File: src/design/radix64_stream_codec_unit_defines.svh
// Assertion macros shared by the radix-64 codec RTL.
// Each macro expects signals named clk and rst_n in the scope where it is used.
`ifndef RADIX64_STREAM_CODEC_UNIT_DEFINES_SVH
`define RADIX64_STREAM_CODEC_UNIT_DEFINES_SVH

// Same-cycle implication, checked outside reset.
`define R64_ASSERT_IMP(lbl, ante, cons, msg) \
    lbl: assert property (@(posedge clk) disable iff (!rst_n) (ante) |-> (cons)) \
        else $error(msg);

// Next-cycle implication, checked outside reset.
`define R64_ASSERT_NXT(lbl, ante, cons, msg) \
    lbl: assert property (@(posedge clk) disable iff (!rst_n) (ante) |=> (cons)) \
        else $error(msg);

`endif

File: src/design/r64_pkg.sv
// Types, constants and symbol lookup functions for the radix-64 codec.
// Has no dependencies; used by r64_step and radix64_stream_codec_unit.
package r64_pkg;

    // Symbol alphabet in four rows of sixteen; the first character is symbol value 0.
    localparam logic [8*64-1:0] ALPHABET_STR = {
        "PaAwO65goUf7IK2v",
        "i9-xq8cFTEXLCDY1",
        "Hd3tV0ryzjbpN_Bl",
        "nSs4mGRkQWMZJeuh"
    };

    localparam logic DIR_ENCODE = 1'b0;
    localparam logic DIR_DECODE = 1'b1;

    // One result word.
    typedef struct packed {
        logic [7:0] data;
        logic       last;
        logic       no_data;
        logic       bad;
    } res_t;

    // Codec state carried between input words.
    typedef struct packed {
        logic [1:0] phase;
        logic [5:0] carry;
        logic       bad_pending;
    } st_t;

    // Everything one input word produces.
    typedef struct packed {
        res_t       res0;
        res_t       res1;
        logic [1:0] count;
        st_t        next_state;
    } step_t;

    // Symbol character for a 6-bit value.
    function automatic logic [7:0] enc_symbol(input logic [5:0] v);
        logic [7:0] ch;
        ch = '0;
        for (int i = 0; i < 64; i++) begin
            if (v == i[5:0]) begin
                ch = ALPHABET_STR[8*(63-i) +: 8];
            end
        end
        return ch;
    endfunction

    // Value of a symbol character; the top bit flags a character outside
    // the alphabet, in which case the value is zero.
    function automatic logic [6:0] dec_symbol(input logic [7:0] code);
        logic [6:0] res;
        res = 7'b1_000000;
        for (int i = 0; i < 64; i++) begin
            if (code == ALPHABET_STR[8*(63-i) +: 8]) begin
                res = {1'b0, i[5:0]};
            end
        end
        return res;
    endfunction

endpackage

File: src/design/r64_step.sv
// Combinational step of the radix-64 codec: results and next state for one word.
// Depends on r64_pkg.
module r64_step (
    input  logic           direction,
    input  r64_pkg::st_t   state,
    input  logic [7:0]     data_in,
    input  logic           last_item,
    output r64_pkg::step_t step
);
    import r64_pkg::*;

    logic [6:0] lookup;
    logic [5:0] d;
    logic       bad;
    logic [7:0] byte_val;

    assign lookup = dec_symbol(data_in);
    assign d      = lookup[5:0];
    assign bad    = lookup[6];

    // Decoded byte for the current phase.
    always_comb
    begin
        case (state.phase)
            2'd1:    byte_val = {d[1:0], state.carry[5:0]};
            2'd2:    byte_val = {d[3:0], state.carry[3:0]};
            2'd3:    byte_val = {d[5:0], state.carry[1:0]};
            default: byte_val = '0;
        endcase
    end

    // Results and next state.
    always_comb
    begin
        step            = '0;
        step.next_state = state;
        if (direction == DIR_ENCODE) begin
            case (state.phase)
                2'd1:
                begin
                    step.res0.data             = enc_symbol({data_in[3:0], state.carry[1:0]});
                    step.next_state.carry      = {2'b00, data_in[7:4]};
                    step.next_state.phase      = 2'd2;
                    step.count                 = 2'd1;
                    if (last_item) begin
                        step.res1.data  = enc_symbol({2'b00, data_in[7:4]});
                        step.res1.last  = 1'b1;
                        step.count      = 2'd2;
                        step.next_state = '0;
                    end
                end
                2'd2:
                begin
                    step.res0.data  = enc_symbol({data_in[1:0], state.carry[3:0]});
                    step.res1.data  = enc_symbol(data_in[7:2]);
                    step.res1.last  = last_item;
                    step.count      = 2'd2;
                    step.next_state = '0;
                end
                default:
                begin
                    // Phase three cannot occur while encoding; it acts as phase zero.
                    step.res0.data             = enc_symbol(data_in[5:0]);
                    step.next_state.carry      = {4'b0000, data_in[7:6]};
                    step.next_state.phase      = 2'd1;
                    step.next_state.bad_pending = 1'b0;
                    step.count                 = 2'd1;
                    if (last_item) begin
                        step.res1.data  = enc_symbol({4'b0000, data_in[7:6]});
                        step.res1.last  = 1'b1;
                        step.count      = 2'd2;
                        step.next_state = '0;
                    end
                end
            endcase
        end else begin
            case (state.phase)
                2'd0:
                begin
                    if (last_item) begin
                        // A lone trailing symbol is dropped and marked empty.
                        step.res0.last    = 1'b1;
                        step.res0.no_data = 1'b1;
                        step.res0.bad     = bad;
                        step.count        = 2'd1;
                        step.next_state   = '0;
                    end else begin
                        step.next_state.carry       = d;
                        step.next_state.bad_pending = bad;
                        step.next_state.phase       = 2'd1;
                    end
                end
                default:
                begin
                    step.res0.data = byte_val;
                    step.res0.last = last_item;
                    step.res0.bad  = state.bad_pending | bad;
                    step.count     = 2'd1;
                    step.next_state.bad_pending = bad;
                    case (state.phase)
                        2'd1:
                        begin
                            step.next_state.carry = {2'b00, d[5:2]};
                            step.next_state.phase = 2'd2;
                        end
                        2'd2:
                        begin
                            step.next_state.carry = {4'b0000, d[5:4]};
                            step.next_state.phase = 2'd3;
                        end
                        default:
                        begin
                            step.next_state = '0;
                        end
                    endcase
                    if (last_item) begin
                        step.next_state = '0;
                    end
                end
            endcase
        end
    end

endmodule

File: src/design/radix64_stream_codec_unit.sv
// Top level of the radix-64 stream codec: input stage, state and result buffer.
// Depends on r64_pkg, r64_step and radix64_stream_codec_unit_defines.svh.
//
// Usage: configure direction through the cfg channel (cfg_valid, cfg_ready,
// cfg_data) while the block is idle; 0 encodes bytes to symbols, 1 decodes
// symbols to bytes. Each write also restarts the current group. cfg_ready is
// high only when no word is held anywhere in the block.
// Input words (data_in, last_item) enter on in_valid/in_ready; result words
// (data_out, last_result, no_data, bad_symbol) leave on out_valid/out_ready.
// The input register feeds the codec logic, which writes up to two results into
// a two-word result buffer. Throughput: one input word per cycle while each word
// gives at most one result (decoding) and the receiver takes every result; a word
// that gives two results (encoding) slows the input, since the single result port
// drains the buffer one word at a time.
// Reset sets direction to encode, clears the group state and empties both buffers.
// When the receiver stalls, the buffer holds its words and the input stage
// fills and then drops in_ready; nothing is lost or repeated.
module radix64_stream_codec_unit (
    input  logic       clk,
    input  logic       rst_n,
    input  logic       cfg_valid,
    output logic       cfg_ready,
    input  logic       cfg_data,
    input  logic       in_valid,
    output logic       in_ready,
    input  logic [7:0] data_in,
    input  logic       last_item,
    output logic       out_valid,
    input  logic       out_ready,
    output logic [7:0] data_out,
    output logic       last_result,
    output logic       no_data,
    output logic       bad_symbol
);
    import r64_pkg::*;

`include "radix64_stream_codec_unit_defines.svh"

    logic       direction_reg;
    st_t        state_reg;
    logic       stage_valid_reg;
    logic [7:0] stage_data_reg;
    logic       stage_last_reg;
    res_t       buf0_reg;
    res_t       buf1_reg;
    logic [1:0] count_reg;
    logic [1:0] count_next;

    step_t      step;
    logic       pop;
    logic       can_load;
    logic       advance;
    logic       in_acc;
    logic       cfg_acc;

    r64_step u_step (
        .direction (direction_reg),
        .state     (state_reg),
        .data_in   (stage_data_reg),
        .last_item (stage_last_reg),
        .step      (step)
    );

    // Handshake control.
    assign out_valid = (count_reg != 2'd0);
    assign pop       = out_valid && out_ready;
    assign can_load  = (count_reg == 2'd0) || ((count_reg == 2'd1) && pop);
    assign advance   = stage_valid_reg && ((step.count == 2'd0) || can_load);
    assign in_ready  = !stage_valid_reg || advance;
    assign in_acc    = in_valid && in_ready;
    assign cfg_ready = !stage_valid_reg && (count_reg == 2'd0);
    assign cfg_acc   = cfg_valid && cfg_ready;

    assign data_out    = buf0_reg.data;
    assign last_result = buf0_reg.last;
    assign no_data     = buf0_reg.no_data;
    assign bad_symbol  = buf0_reg.bad;

    // Buffer fill level.
    always_comb
    begin
        count_next = count_reg;
        if (advance && (step.count != 2'd0)) begin
            count_next = step.count;
        end else if (pop) begin
            count_next = count_reg - 2'd1;
        end
    end

    // Control registers.
    always_ff @(posedge clk or negedge rst_n)
    begin
        if (!rst_n) begin
            direction_reg   <= DIR_ENCODE;
            state_reg       <= '0;
            stage_valid_reg <= 1'b0;
            count_reg       <= 2'd0;
        end else begin
            if (cfg_acc) begin
                direction_reg <= cfg_data;
                state_reg     <= '0;
            end else if (advance) begin
                state_reg <= step.next_state;
            end
            if (in_acc) begin
                stage_valid_reg <= 1'b1;
            end else if (advance) begin
                stage_valid_reg <= 1'b0;
            end
            count_reg <= count_next;
        end
    end

    // Payload registers.
    always_ff @(posedge clk)
    begin
        if (in_acc) begin
            stage_data_reg <= data_in;
            stage_last_reg <= last_item;
        end
        if (advance && (step.count != 2'd0)) begin
            buf0_reg <= step.res0;
            buf1_reg <= step.res1;
        end else if (pop) begin
            buf0_reg <= buf1_reg;
        end
    end

    // Checks on the buffer, stage, configuration and flag behaviour.
    `R64_ASSERT_IMP(a_count_range, 1'b1, count_reg != 2'd3, "result buffer overfilled")
    `R64_ASSERT_NXT(a_pair_loaded, advance && (step.count == 2'd2), count_reg == 2'd2,
        "two results not both buffered")
    `R64_ASSERT_NXT(a_stage_hold, stage_valid_reg && !advance,
        stage_valid_reg && $stable(stage_data_reg), "stalled stage word changed")
    `R64_ASSERT_NXT(a_cfg_clears, cfg_acc, state_reg == '0, "config write left group state")
    `R64_ASSERT_IMP(a_enc_flags, out_valid && (direction_reg == DIR_ENCODE),
        !bad_symbol && !no_data, "decode flags raised while encoding")

endmodule

File: config.mk
export PLATFORM = sky130hd
export DESIGN_NAME = radix64_stream_codec_unit
export DESIGN_NICKNAME = d
export VERILOG_FILES = /design/src/design/r64_pkg.sv /design/src/design/r64_step.sv /design/src/design/radix64_stream_codec_unit.sv
export VERILOG_INCLUDE_DIRS = /design/src /design/src/design
export SDC_FILE = /design/constraint.sdc
export NUM_CORES = 1
export LEC_CHECK = 0
export ABC_CLOCK_PERIOD_IN_PS = 4900
export BUFFER_PORTS_ARGS = -buffer_cell sky130_fd_sc_hd__clkbuf_2
export CAP_MARGIN = 25
export CELL_PAD_IN_SITES_DETAIL_PLACEMENT = 0
export CELL_PAD_IN_SITES_GLOBAL_PLACEMENT = 1
export CORE_ASPECT_RATIO = 2
export CORE_MARGIN = 2
export CORE_UTILIZATION = 35
export CTS_BUF_LIST = sky130_fd_sc_hd__clkbuf_8 sky130_fd_sc_hd__clkbuf_16
export CTS_CLUSTER_DIAMETER = 50
export CTS_CLUSTER_SIZE = 10
export DETAILED_ROUTE_END_ITERATION = 12
export GPL_TIMING_DRIVEN = 1
export PLACE_DENSITY = 0.66
export SLEW_MARGIN = 30
export SYNTH_ARGS = -nofsm -noshare
export SYNTH_HDL_FRONTEND = slang
export SYNTH_SLANG_ARGS = --single-unit
export TNS_END_PERCENT = 20
File: constraint.sdc
create_clock -name clk -period 4.9 [get_ports clk]
set_clock_uncertainty 0.15 [all_clocks]
set_input_delay 0.49 -clock clk [delete_from_list [all_inputs] [get_ports clk]]
set_output_delay 0.49 -clock clk [all_outputs]
set_load 0.01 [all_outputs]
Word level (Yosys, flattened, before mapping)
Cells that the tools add are included.
{"block": "word_totals", "word_cells": 752, "reg_bits": 42, "in_bits": 15, "out_inout_bits": 14}
{"block": "op_classes", "n_reduce_logical": 27, "n_eq_ne": 339, "addsub": 1, "n_mux": 370, "bitwise_logic": 1}
{"op": "2-to-1 mux 7 bit", "count": 277}
{"op": "equality test 6 bit, second input constant", "count": 128}
{"op": "2-to-1 mux 8 bit", "count": 66}
{"op": "equality test 8 x 7 -> 1 bit, second input constant", "count": 53}
{"op": "equality test 6 x 5 -> 1 bit, second input constant", "count": 64}
{"op": "equality test 6 x 4 -> 1 bit, second input constant", "count": 32}
{"op": "equality test 6 x 3 -> 1 bit, second input constant", "count": 16}
{"op": "equality test 8 x 6 -> 1 bit, second input constant", "count": 11}
{"op": "2-to-1 mux 11 bit", "count": 5}
{"op": "equality test 6 x 2 -> 1 bit, second input constant", "count": 8}
{"op": "2-to-1 mux 9 bit", "count": 5}
{"op": "equality test 4 bit, second input constant", "count": 8}
{"op": "one-hot mux 8 bit (2 select lines)", "count": 2}
{"op": "equality test 6 x 1 -> 1 bit, second input constant", "count": 4}
{"op": "zero test 6 bit", "count": 4}
{"op": "one-hot mux 8 bit (3 select lines)", "count": 1}
{"op": "one-hot mux 11 bit (2 select lines)", "count": 1}
{"op": "one-hot mux 9 bit (2 select lines)", "count": 1}
{"op": "equality test 4 x 3 -> 1 bit, second input constant", "count": 4}
{"op": "2-to-1 mux 10 bit", "count": 1}
{"op": "nonzero test 2 bit", "count": 5}
{"op": "equality test 2 bit, second input constant", "count": 4}
{"op": "equality test 4 x 2 -> 1 bit, second input constant", "count": 2}
{"op": "zero test 2 bit", "count": 4}
{"op": "14 further kinds", "count": 32}

Longest topological paths before layout
Gate-level depths: netlist of run 1.
{"block": "logic_depth", "word_depth": 75, "ltp_mapped": 13, "ltp_nobuf": 10}

Modules after synthesis
Synthesis of run 1 repeated with hierarchy kept, for this count alone.
{"block": "hier_totals", "cells_unflattened": 1053, "area_unflattened_um2": 7309.5}
{"mod": "r64_step", "cells_each": 940, "instances": 1, "seq_area_each_um2": 0.0, "area_per_inst_um2": 5510.3}
{"mod": "radix64_stream_codec_unit", "cells_each": 113, "instances": 1, "seq_area_each_um2": 1256.2, "area_per_inst_um2": 1799.2}

Worst setup path after synthesis of run 1
No wires, ideal clock.
{"block": "synth_timing", "kind": "register to register", "from": "register stage_data_reg[6]", "to": "register buf0_reg (netlist bit data_out[7]) (data pin)", "t_arrival_ns": 2.487, "n_path_buf": 2, "path_stages_with_launch": 12, "synth_period_minus_slack_ns": 2.900, "setup_time_ns": 0.264, "slack_ns": 2.000, "required_ns": 4.486, "path_cell_list": "edfxtp_1 -> inv_1 -> ha_1 -> buf_2 -> and3_1 -> clkbuf_1 -> a32oi_1 -> o21ai_1 -> or4b_4 -> nand2b_4 -> a222oi_1 -> nor2_1"}
{"block": "synth_between", "elab_chain_cells": 68, "word_cells_on_any_way": 130}
{"item": "from (decl)", "line": "radix64_stream_codec_unit.sv:42", "source": "logic [7:0] stage_data_reg;"}
{"item": "from (signal assigned)", "line": "radix64_stream_codec_unit.sv:118", "source": "stage_data_reg <= data_in;"}
{"item": "equality test 8 x 7 -> 1 bit", "line": "r64_pkg.sv:57", "source": "if (code == ALPHABET_STR[8*(63-i) +: 8]) begin"}
{"item": "2-to-1 mux 7 bit (62 in series)", "line": "r64_pkg.sv:57"}
{"item": "2-to-1 mux 7 bit *", "line": "r64_pkg.sv:57"}
{"item": "one-hot mux 8 bit (3 select lines) *", "line": "r64_step.sv:24", "source": "case (state.phase)"}
{"item": "2-to-1 mux 8 bit *", "line": "r64_step.sv:77", "source": "case (state.phase)"}
{"item": "2-to-1 mux 8 bit *", "line": "r64_step.sv:37", "source": "if (direction == DIR_ENCODE) begin"}
{"item": "2-to-1 mux 11 bit *", "line": "radix64_stream_codec_unit.sv:121", "source": "if (advance && (step.count != 2'd0)) begin"}
{"item": "to (signal assigned)", "line": "radix64_stream_codec_unit.sv:122", "source": "buf0_reg <= step.res0;"}
{"item": "to (signal assigned)", "line": "radix64_stream_codec_unit.sv:125", "source": "buf0_reg <= buf1_reg;"}
{"item": "to (decl)", "line": "radix64_stream_codec_unit.sv:44", "source": "res_t buf0_reg;"}
Every way passes the cells marked *; elsewhere a longest branch is shown, timed or not.
A chain may end at the register's enable or synchronous reset.

Worst setup path after layout of run 1
{"block": "layout_timing", "from": "register stage_data_reg[7]", "to": "register buf0_reg (netlist bit data_out[6]) (data pin)"}
The elaborated chain is that of the path after synthesis.

==> out/metrics.yaml, run 1 <==
synth:
  synth.yosys.seq_area_share_pct: 16.3
  syn-cell-area_sq_um: 7180
  asyncSetResetFlopFracSynth_pct: 31.7
  ys.warnings.count: 0
  post_synth_inst_count: 1021
  avgSynthCellArea_sq_um: 7.03
  postSynthNetCount: 1048
  yosys.cell_types.count: 99
  synth_ff_type: "sky130_fd_sc_hd__edfxtp_1"
  edff_count_synth: 28
  synth.ff_latch_count: 41
flow_run:
  drv_cap: 0
timing:
  fin_tns_setup_ns: 0
  rsz0062_at_grt: "false"
  final_number_of_setup_violating_endpoints: 0
  timing_worst_slew_pin_value_ns: 1.06
  layout_min_cycle_time_ns: 4.29
  finalCritPeriodShare_pct: 87.6
  max-slew-margin-rel_pct: 28.9
  report.final.slew_viol_count: 0
  finalHoldWorstSlack_ns: 0.213
  timing.final.hold_violations: 0
  fmax_ghz: 0.233
worst_setup_path:
  critPathBufInv: 2
  timing.critical_path.cells: "inv_1 > ha_1 > nor3b_1 > buf_4 > a32oi_1 > o311ai_0 > o41ai_1 > nand2_1 > a22oi_1 > o311ai_1"
  r2r-start: "stage_data_reg[7]"
  arrival_ns: 4.18
  critical_path.top_delay_family: "compound AO/OA/AOI/OAI gates"
  worst_setup_path_start_kind: "flip-flop"
  timing.setup.critical_path_class: "flip-flop to flip-flop"
  end_kind: "flip-flop"
  crit_path_max_incr_delay_ns: 0.80
  worst_path_max_delay_cell: "sky130_fd_sc_hd__o41ai_1"
  worst-path-max-fanout: 19
  crit_required_ns: 4.79
  timing.critical_path.from: "stage_data_reg[7]"
floorplanning:
  fp.coreArea_sq_um: 20300
  dieArea_sq_um: 21700
  die_width_microns: 105
  io_pins: 29
  floorplan.initialDensity_pct: 35.4
  die_h_microns: 206
  fp-row-count: 74
status:
  result_of_the_run: "complete, no violations"
pwr:
  power.density_cell_area_nw_per_um2: 613
  totalPowerFinal_uw: 4650
  power.ir.vdd_worst_v: 0.000565
  leakagePower_uw: 0.00258
global_route:
  grt_remaining_overflow: 0
  grtUsageTotal_pct: 33.9
  grt_first_pass_wirelength_mm: 54.6
  first_global_vias: 8546
  grt_start_max_net_pins: 103
  antenna_found_initial: 2
detailed_routing:
  route.antenna.remaining_nets: 0
  detailedRoute.firstIterationViolations: 1228
  post_drt_wl_per_cell_microns: 29.8
  via_count: 8725
  totalWireLength_mm: 37.2
  avgViaCountPerCell: 7.00
  first_pass_iters: 7
  drc: 0
final_layout:
  regArea_sq_um: 1170
  final_layout_size_suffix_gt1_share_pct: 12.3
  final_cell_mix: "sky130_fd_sc_hd__a21oi_1 (97), sky130_fd_sc_hd__nor2_1 (89), sky130_fd_sc_hd__o21ai_0 (82), sky130_fd_sc_hd__nand2_1 (76), sky130_fd_sc_hd__buf_4 (45)"
  multi_input_comb_area_sq_um: 5280
  synthToLayoutAreaGrowth_pct: 5.65
  finalInstanceArea_sq_um: 7580
  mostFrequentLayoutCell: "sky130_fd_sc_hd__a21oi_1"
  largest_register_ff_count: 9
  nNetsFinal: 1006
  nFillCells: 2212
cts:
  clock_insertion_delay_worst_skew_ns: 0.30
  cts_max_path_buffers: 2
  root_buffer: "sky130_fd_sc_hd__clkbuf_16"
  cts_tree: "built"
  resized_gates_after_cts: 0
  cts.htree.levels: 2
  cts.clk_slew.worst_paths_ns: 0.07
  cts_post_setup_buffers_inserted: 0
  cts_buffers: 5
  cts_num_sinks: 41
min_path:
  worst_hold_path_type: "input port to flip-flop"
  hold_wc_startpoint: "data_in[7]"
placed_design:
  detailed_place.area_sq_um: 7400
  io_buffers: 28
  gpl.final_weighted_congestion: 1.08
  hpwlAfterDp_mm: 27.3
==> synth_stat cells (12+ instances only) <==
cell | instances | area (sq um)
sky130_fd_sc_hd__a31oi_1 | 21 | 131
sky130_fd_sc_hd__ha_1 | 12 | 150
sky130_fd_sc_hd__nor2_1 | 89 | 334
sky130_fd_sc_hd__buf_2 | 46 | 230
sky130_fd_sc_hd__nor3_1 | 26 | 130
sky130_fd_sc_hd__nand2_1 | 76 | 285
sky130_fd_sc_hd__a21oi_1 | 97 | 485
sky130_fd_sc_hd__a211oi_1 | 15 | 113
sky130_fd_sc_hd__o21ai_0 | 83 | 415
sky130_fd_sc_hd__edfxtp_1 | 28 | 841
sky130_fd_sc_hd__o32ai_1 | 12 | 105
sky130_fd_sc_hd__nor2b_1 | 25 | 156
sky130_fd_sc_hd__nand3_1 | 30 | 150
sky130_fd_sc_hd__buf_4 | 15 | 113
sky130_fd_sc_hd__clkbuf_1 | 46 | 173
sky130_fd_sc_hd__o211ai_1 | 17 | 128
sky130_fd_sc_hd__dfrtp_1 | 13 | 325
sky130_fd_sc_hd__inv_1 | 20 | 75.1
sky130_fd_sc_hd__o22ai_1 | 21 | 131
sky130_fd_sc_hd__a22oi_1 | 12 | 90.1
sky130_fd_sc_hd__nand2b_1 | 37 | 231
sky130_fd_sc_hd__a221oi_1 | 15 | 131
==> layout make-up <==
class	count	area share [%]
antenna	1	0.0330
clock buffer	6	1.98
clock inverter	2	0.182
inverter	22	1.09
multi-input combinational	832	69.7
sequential	41	15.4
tap	266	4.39
timing repair buffer	77	7.23
==> worst reg2reg max path: cells and delay by family (launching register included) <==
kind / cells / cell delay [ns]
compound gates: 5 / 2.14
simple gates: 2 / 0.55
fa+ha+maj: 1 / 0.48
buf+inv: 2 / 0.31
flops: 1 / 0.42
==> final timing paths <==
| path | to | slack, ns | depth (start not counted) |
|---|---|---|---|
| worst max-delay path | data_out[6] | 0.61 | 10 |
| worst min-delay path | stage_data_reg[7] | 0.21 | 1 |
| worst max register to register | data_out[6] | 0.61 | 10 |
| worst min register to register | state_reg[5] | 0.38 | 1 |
| max in group asynchronous | state_reg[3] | 3.80 | 2 |
| min in group asynchronous | state_reg[6] | 0.49 | 2 |
==> power by group <==
group / switching (uW) / total [uW] / internal, uW
Combinational: 2350 / 3460 / 1110
Sequential: 233 / 798 / 565
Clock: 170 / 391 / 222
Total: 2750 / 4650 / 1900
==> logic make-up (layout without fill, tap and decap cells) <==
group,Yosys count,after routing,synth area share [%]
AO/OA/AOI/OAI,426,426,40.5
XOR/XNOR,8,8,0.976
adder cells (fa/ha/maj),12,12,2.09
buffers and inverters,148,107,10.2
flip-flops,41,41,16.3
multiplexers,11,11,1.60
other,0,1,0
AND/OR/NAND/NOR,375,375,28.4
==> stage by stage <==
stage	setup slack [ns]	cells	util [%]
global route	0.393	1246	37.4
finish	0.607	1247	37.4
floorplan	2.00	1021	-
CTS	0.955	1246	37.4
global placement	0.911	1237	36.5
detailed placement	1.01	1237	36.5
==> timing repair <==
item / in CTS / in global routing
hold buffers: 1 / 0
endpoints found under the setup margin: 0 / 0
endpoints found under the hold margin: 13 / 0
==> per-layer routing <==
layer,routed length (microns),up-vias,track usage (%)
li1,-,3832,-
met2,18600,537,59.6
met5,13,-,0
met3,2550,201,4.67
met4,4190,2,32.7
met1,11800,4153,33.3
(Power assumes the default switching activity.)
==> inputs of run 2 (changes only) <==
==> constraint.sdc (replaced) <==
create_clock -name clk -period 4.9 [get_ports clk]
set_clock_uncertainty 0.15 [all_clocks]
set_input_delay 0.245 -clock clk [delete_from_list [all_inputs] [get_ports clk]]
set_output_delay 0.245 -clock clk [all_outputs]
set_load 0.01 [all_outputs]
==> run 2 against run 1 <==
Critical endpoint unchanged; routed wire length up 0.64%; via count up 0.78%; combinational power about the same; sequential share of layout area down 0.18 points; flip-flop and latch count unchanged; cell count up 0.72%; largest power group unchanged; non-clock buffer count up 9.
==> out/metrics.yaml, run 2 (synthesis gave the netlist of run 1 again) <==
cts:
  cts_max_path_buffers: 2
  root_buffer: "sky130_fd_sc_hd__clkbuf_16"
  cts_num_sinks: 41
  cts.htree.levels: 2
  cts_post_setup_buffers_inserted: 0
  cts_buffers: 5
  clock_insertion_delay_worst_skew_ns: 0.30
  cts.clk_slew.worst_paths_ns: 0.07
  cts_tree: "built"
  resized_gates_after_cts: 0
floorplanning:
  dieArea_sq_um: 21700
  die_width_microns: 105
  io_pins: 29
  fp-row-count: 74
  floorplan.initialDensity_pct: 35.4
  die_h_microns: 206
  fp.coreArea_sq_um: 20300
placed_design:
  detailed_place.area_sq_um: 7400
  io_buffers: 28
  placed_cells: 1237
  hpwlAfterDp_mm: 27.3
  dp_slack_ns: 1.01
  gpl.final_weighted_congestion: 1.08
worst_setup_path:
  timing.setup.critical_path_class: "flip-flop to flip-flop"
  crit_required_ns: 4.79
  arrival_ns: 4.23
  worst-path-max-fanout: 19
  worst-r2r-cell-count: 10
  worst_setup_path_start_kind: "flip-flop"
  end_kind: "flip-flop"
final_layout:
  multi_input_comb_area_sq_um: 5280
  nNetsFinal: 1015
  mostFrequentLayoutCell: "sky130_fd_sc_hd__a21oi_1"
  nFillCells: 2202
  regArea_sq_um: 1170
  final_cell_mix: "sky130_fd_sc_hd__a21oi_1 (97), sky130_fd_sc_hd__nor2_1 (89), sky130_fd_sc_hd__o21ai_0 (82), sky130_fd_sc_hd__nand2_1 (76), sky130_fd_sc_hd__buf_4 (45)"
  synthToLayoutAreaGrowth_pct: 6.91
  final-instance-count-excl-fill: 1256
  finalInstanceArea_sq_um: 7670
  largest_register_ff_count: 9
  final_layout_size_suffix_gt1_share_pct: 12.2
  final_util_pct: 37.8
detailed_routing:
  detailedRoute.firstIterationViolations: 1208
  via_count: 8793
  avgViaCountPerCell: 7.00
  post_drt_wl_per_cell_microns: 29.8
  totalWireLength_mm: 37.4
  first_pass_iters: 8
  drc: 0
  route.antenna.remaining_nets: 0
timing:
  finalCritPeriodShare_pct: 88.5
  final_number_of_setup_violating_endpoints: 0
  timing.final.hold_violations: 0
  rsz0062_at_grt: "false"
  report.final.slew_viol_count: 0
  timing_worst_slew_pin_value_ns: 1.00
  layout_min_cycle_time_ns: 4.34
  max-slew-margin-rel_pct: 32.6
  fmax_ghz: 0.231
  timing.final.ws_setup_ns: 0.565
  fin_tns_setup_ns: 0
global_route:
  grt_first_pass_wirelength_mm: 54.7
  first_global_vias: 8602
  grtUsageTotal_pct: 33.9
  grt_start_max_net_pins: 103
  grt_remaining_overflow: 0
  antenna_found_initial: 2
pwr:
  leakagePower_uw: 0.00262
  power.ir.vdd_worst_v: 0.000560
  power.density_cell_area_nw_per_um2: 608
min_path:
  timing.hold.worst_path_depth: 3
  worst_hold_path_type: "input port to flip-flop"
flow_run:
  drv_cap: 0
status:
  result_of_the_run: "complete, no violations"
==> run 2: cell types whose count changed in the layout (fill, tap and decap cells not counted), sizes merged <==
cell,delta
dlygate4sd3,+9
==> run 2: final cells by class <==
cell class / instances / share of cell area [%]
Tap cell: 266 / 4.34
Clock inverter: 2 / 0.179
Clock buffer: 6 / 1.96
Multi-Input combinational cell: 832 / 68.9
Sequential cell: 41 / 15.2
Timing Repair Buffer: 86 / 8.32
Antenna cell: 1 / 0.0326
Inverter: 22 / 1.08
==> run 2: through the flow <==
| step | hold WS (ns) | total power [uW] |
|---|---|---|
| 2_1_floorplan | -0.201 | 3010 |
| 3_3_place_gp | 0.0416 | 4130 |
| 3_5_place_dp | 0.0389 | 4120 |
| 4_1_cts | 0.000916 | 4530 |
| 5_1_grt | 0.0278 | 4880 |
| 6_report | 0.00131 | 4660 |
==> run 2: path summary, 6_finish.rpt <==
check | start | to | slack (ns)
min reg2reg | state_reg[6] | state_reg[6] | 0.37
max reg2reg | stage_data_reg[7] | data_out[6] | 0.56
max | stage_data_reg[7] | data_out[6] | 0.56
max in group asynchronous | rst_n | state_reg[3] | 4.04
min in group asynchronous | rst_n | state_reg[7] | 0.24
min | cfg_data | direction_reg | 0.001
==> run 2: timing repair <==
action                                  4_1_cts  5_1_grt
hold buffers                                 10        0
endpoints found under the hold margin        22        0
endpoints found under the setup margin        0        0
==> run 2: routing by layer <==
metal | global-route usage [%] | vias up | share of wire, %
li1 | - | 3841 | -
met1 | 33.4 | 4167 | 32
met2 | 59.7 | 543 | 49
met3 | 4.60 | 240 | 6.7
met4 | 33.0 | 2 | 12
met5 | 0 | - | 0.035
==> run 2: worst max-delay path, cell delays in order (launching register included) <==
cell	delay [ns]
sky130_fd_sc_hd__edfxtp_1	0.42
sky130_fd_sc_hd__inv_1	0.11
sky130_fd_sc_hd__ha_1	0.48
sky130_fd_sc_hd__nor3b_1	0.30
sky130_fd_sc_hd__buf_4	0.19
sky130_fd_sc_hd__a32oi_1	0.65
sky130_fd_sc_hd__o311ai_0	0.27
sky130_fd_sc_hd__o41ai_1	0.86
sky130_fd_sc_hd__nand2_1	0.24
sky130_fd_sc_hd__a22oi_1	0.25
sky130_fd_sc_hd__o311ai_1	0.14
==> run 2: power by group <==
group / switching (uW) / internal, uW
Combinational: 2360 / 1120
Sequential: 234 / 565
Clock: 172 / 222
==> inputs of run 3 (changes only) <==
Settings changed: CORE_MARGIN 2 to unset, CORE_UTILIZATION 35 to 51, PLACE_DENSITY 0.66 to 0.9.
==> run 3 against run 2 <==
Design area fell by 2.3%; first-iteration DRC count rose by 30%; maximum frequency rose by 11%; global-route usage rose by 14 points; non-clock buffer count fell by 10; routed wire length fell by 8.9%; critical path depth fell by 2; clock power fell by 9.9%; register-to-register slack improved by 0.42 ns; highest routed layer is now met4.
==> out/metrics.yaml, run 3 (synthesis gave the netlist of run 1 again) <==
status:
  result_of_the_run: "complete, no violations"
worst_setup_path:
  worst_setup_path_start_kind: "flip-flop"
  worst_path_max_delay_cell: "sky130_fd_sc_hd__edfxtp_1"
  crit_path_max_incr_delay_ns: 0.74
  worst-path-max-fanout: 23
  timing.setup.critical_path_class: "flip-flop to flip-flop"
  r2r-start: "stage_data_reg[5]"
  worstReg2RegEnd: "data_out[5]"
  worst-r2r-cell-count: 8
  crit_required_ns: 4.89
  end_kind: "flip-flop"
  r2r_setup_slack_ns: 0.99
  arrival_ns: 3.91
  timing.critical_path.cells: "buf_4 > or3b_2 > a211oi_1 > a31oi_1 > a311oi_1 > or2_1 > a222oi_1 > a21oi_1"
timing:
  layout_min_cycle_time_ns: 3.91
  timing_worst_slew_pin_value_ns: 0.990
  timing.final.hold_violations: 0
  fin_tns_setup_ns: 0
  final_number_of_setup_violating_endpoints: 0
  finalCritPeriodShare_pct: 79.8
  rsz0062_at_grt: "false"
  max-slew-margin-rel_pct: 33.8
  fmax_ghz: 0.256
  report.final.slew_viol_count: 0
final_layout:
  final_layout_size_suffix_gt1_share_pct: 11.5
  final_util_pct: 54.3
  finalInstanceArea_sq_um: 7500
  nFillCells: 1406
  largest_register_ff_count: 9
  regArea_sq_um: 1170
  nNetsFinal: 1005
  multi_input_comb_area_sq_um: 5300
  synthToLayoutAreaGrowth_pct: 4.50
  final_cell_mix: "sky130_fd_sc_hd__a21oi_1 (97), sky130_fd_sc_hd__nor2_1 (89), sky130_fd_sc_hd__o21ai_0 (83), sky130_fd_sc_hd__nand2_1 (76)"
  mostFrequentLayoutCell: "sky130_fd_sc_hd__a21oi_1"
global_route:
  first_global_vias: 8359
  grtUsageTotal_pct: 47.8
  grt_start_max_net_pins: 86
  grt_remaining_overflow: 0
  antenna_found_initial: 2
  grt_first_pass_wirelength_mm: 51.6
cts:
  root_buffer: "sky130_fd_sc_hd__clkbuf_16"
  cts_num_sinks: 41
  cts_tree: "built"
  cts.htree.levels: 2
  cts.clk_slew.worst_paths_ns: 0.06
  clock_insertion_delay_worst_skew_ns: 0.30
  cts_buffers: 5
  cts_max_path_buffers: 2
  resized_gates_after_cts: 0
pwr:
  totalPowerFinal_uw: 4490
  clock_network_fraction_of_design_power_pct: 7.9
  power.net_switching_uw: 2630
  power.ir.vdd_worst_v: 0.000517
  leakagePower_uw: 0.00257
  power_report.internal_total_uw: 1860
  power_share_of_the_combinational_group_pct: 75.3
  power.density_cell_area_nw_per_um2: 599
  reg_power_share_pct: 16.9
  p_sw_share_pct: 58.6
detailed_routing:
  via_count: 8956
  avgViaCountPerCell: 7.65
  route.antenna.remaining_nets: 0
  totalWireLength_mm: 34.1
  first_pass_iters: 6
  detailedRoute.firstIterationViolations: 1571
  post_drt_wl_per_cell_microns: 29.2
  drc: 0
floorplanning:
  dieArea_sq_um: 14600
  die_width_microns: 85.9
  floorplan.initialDensity_pct: 51.9
  die_h_microns: 170
  fp.coreArea_sq_um: 13800
  fp-row-count: 61
  io_pins: 29
placed_design:
  gpl.final_weighted_congestion: 1.10
  io_buffers: 28
  hpwlAfterDp_mm: 23.6
  detailed_place.area_sq_um: 7240
min_path:
  hold_wc_startpoint: "cfg_data"
  hold-path-endpoint: "direction_reg"
  worst_hold_path_type: "input port to flip-flop"
  timing.hold.worst_path_depth: 3
flow_run:
  drv_cap: 0
-- run 3: cell count changes in the layout (fill, tap and decap cells not counted), moves of 2 or more --
| cell | before | now |
|---|---|---|
| sky130_fd_sc_hd__dfrtp_1 | 11 | 13 |
| sky130_fd_sc_hd__o311ai_0 | 7 | 5 |
| sky130_fd_sc_hd__buf_4 | 45 | 37 |
| sky130_fd_sc_hd__dfrtp_2 | 2 | 0 |
| sky130_fd_sc_hd__dlygate4sd3_1 | 10 | 8 |
-- run 3: what timing repair did --
action / 4_1_cts / 5_1_grt
setup buffers: 0 / 0
hold buffers: 8 / 0
hold endpoints to repair: 20 / 0
-- run 3: through the flow --
step                      cells  hold slack [ns]  setup slack, ns
after floorplan            1021           -0.201             2.00
after global placement     1152           0.0254             1.30
after detailed placement   1152           0.0197             1.27
after CTS                  1168           0.0156             1.23
after global routing       1168          0.00972            0.935
final                      1170           0.0263            0.988
-- run 3: layer usage --
metal	GRT usage, %	wire length (microns)	up-vias	share of wire, %
met4	41.0	3910	0	11
li1	-	-	3840	-
met3	11.6	3440	256	10
met5	0	0	-	0
met2	76.9	15700	764	46
met1	51.6	11000	4096	32
-- run 3: worst max path at each step --
stage	from	end	cells after the start
6_report	stage_data_reg[5]	data_out[5]	8
5_1_grt	stage_data_reg[5]	data_out[5]	8
4_1_cts	stage_data_reg[2]	data_out[6]	7
3_5_place_dp	stage_data_reg[2]	data_out[6]	7
3_3_place_gp	stage_data_reg[4]	data_out[7]	8
2_1_floorplan	stage_data_reg[6]	data_out[7]	11
-- run 3: worst max-delay path, delay by kind of cell, from the launching register on --
family,cells,cell delay (ns)
and+or+nand+nor,2,0.80
AOI/OAI and AO/OA,5,1.71
DFF,1,0.74
buffers and inverters,1,0.34
-- run 3: power by group through the flow --
stage / clock [uW] / sequential, uW / combinational, uW
2_1_floorplan: 0 / 650 / 2360
3_3_place_gp: 0 / 748 / 3170
3_5_place_dp: 0 / 750 / 3180
4_1_cts: 355 / 745 / 3190
5_1_grt: 363 / 771 / 3580
6_report: 354 / 757 / 3380
-- run 3: area by class of cell --
type / count / area share, %
Clock buffer: 6 / 1.85
Sequential cell: 41 / 15.6
Antenna cell: 2 / 0.0667
Tap cell: 189 / 3.15
Timing Repair Buffer: 76 / 7.44
Multi-Input combinational cell: 832 / 70.6
Inverter: 22 / 1.10
Clock inverter: 2 / 0.184
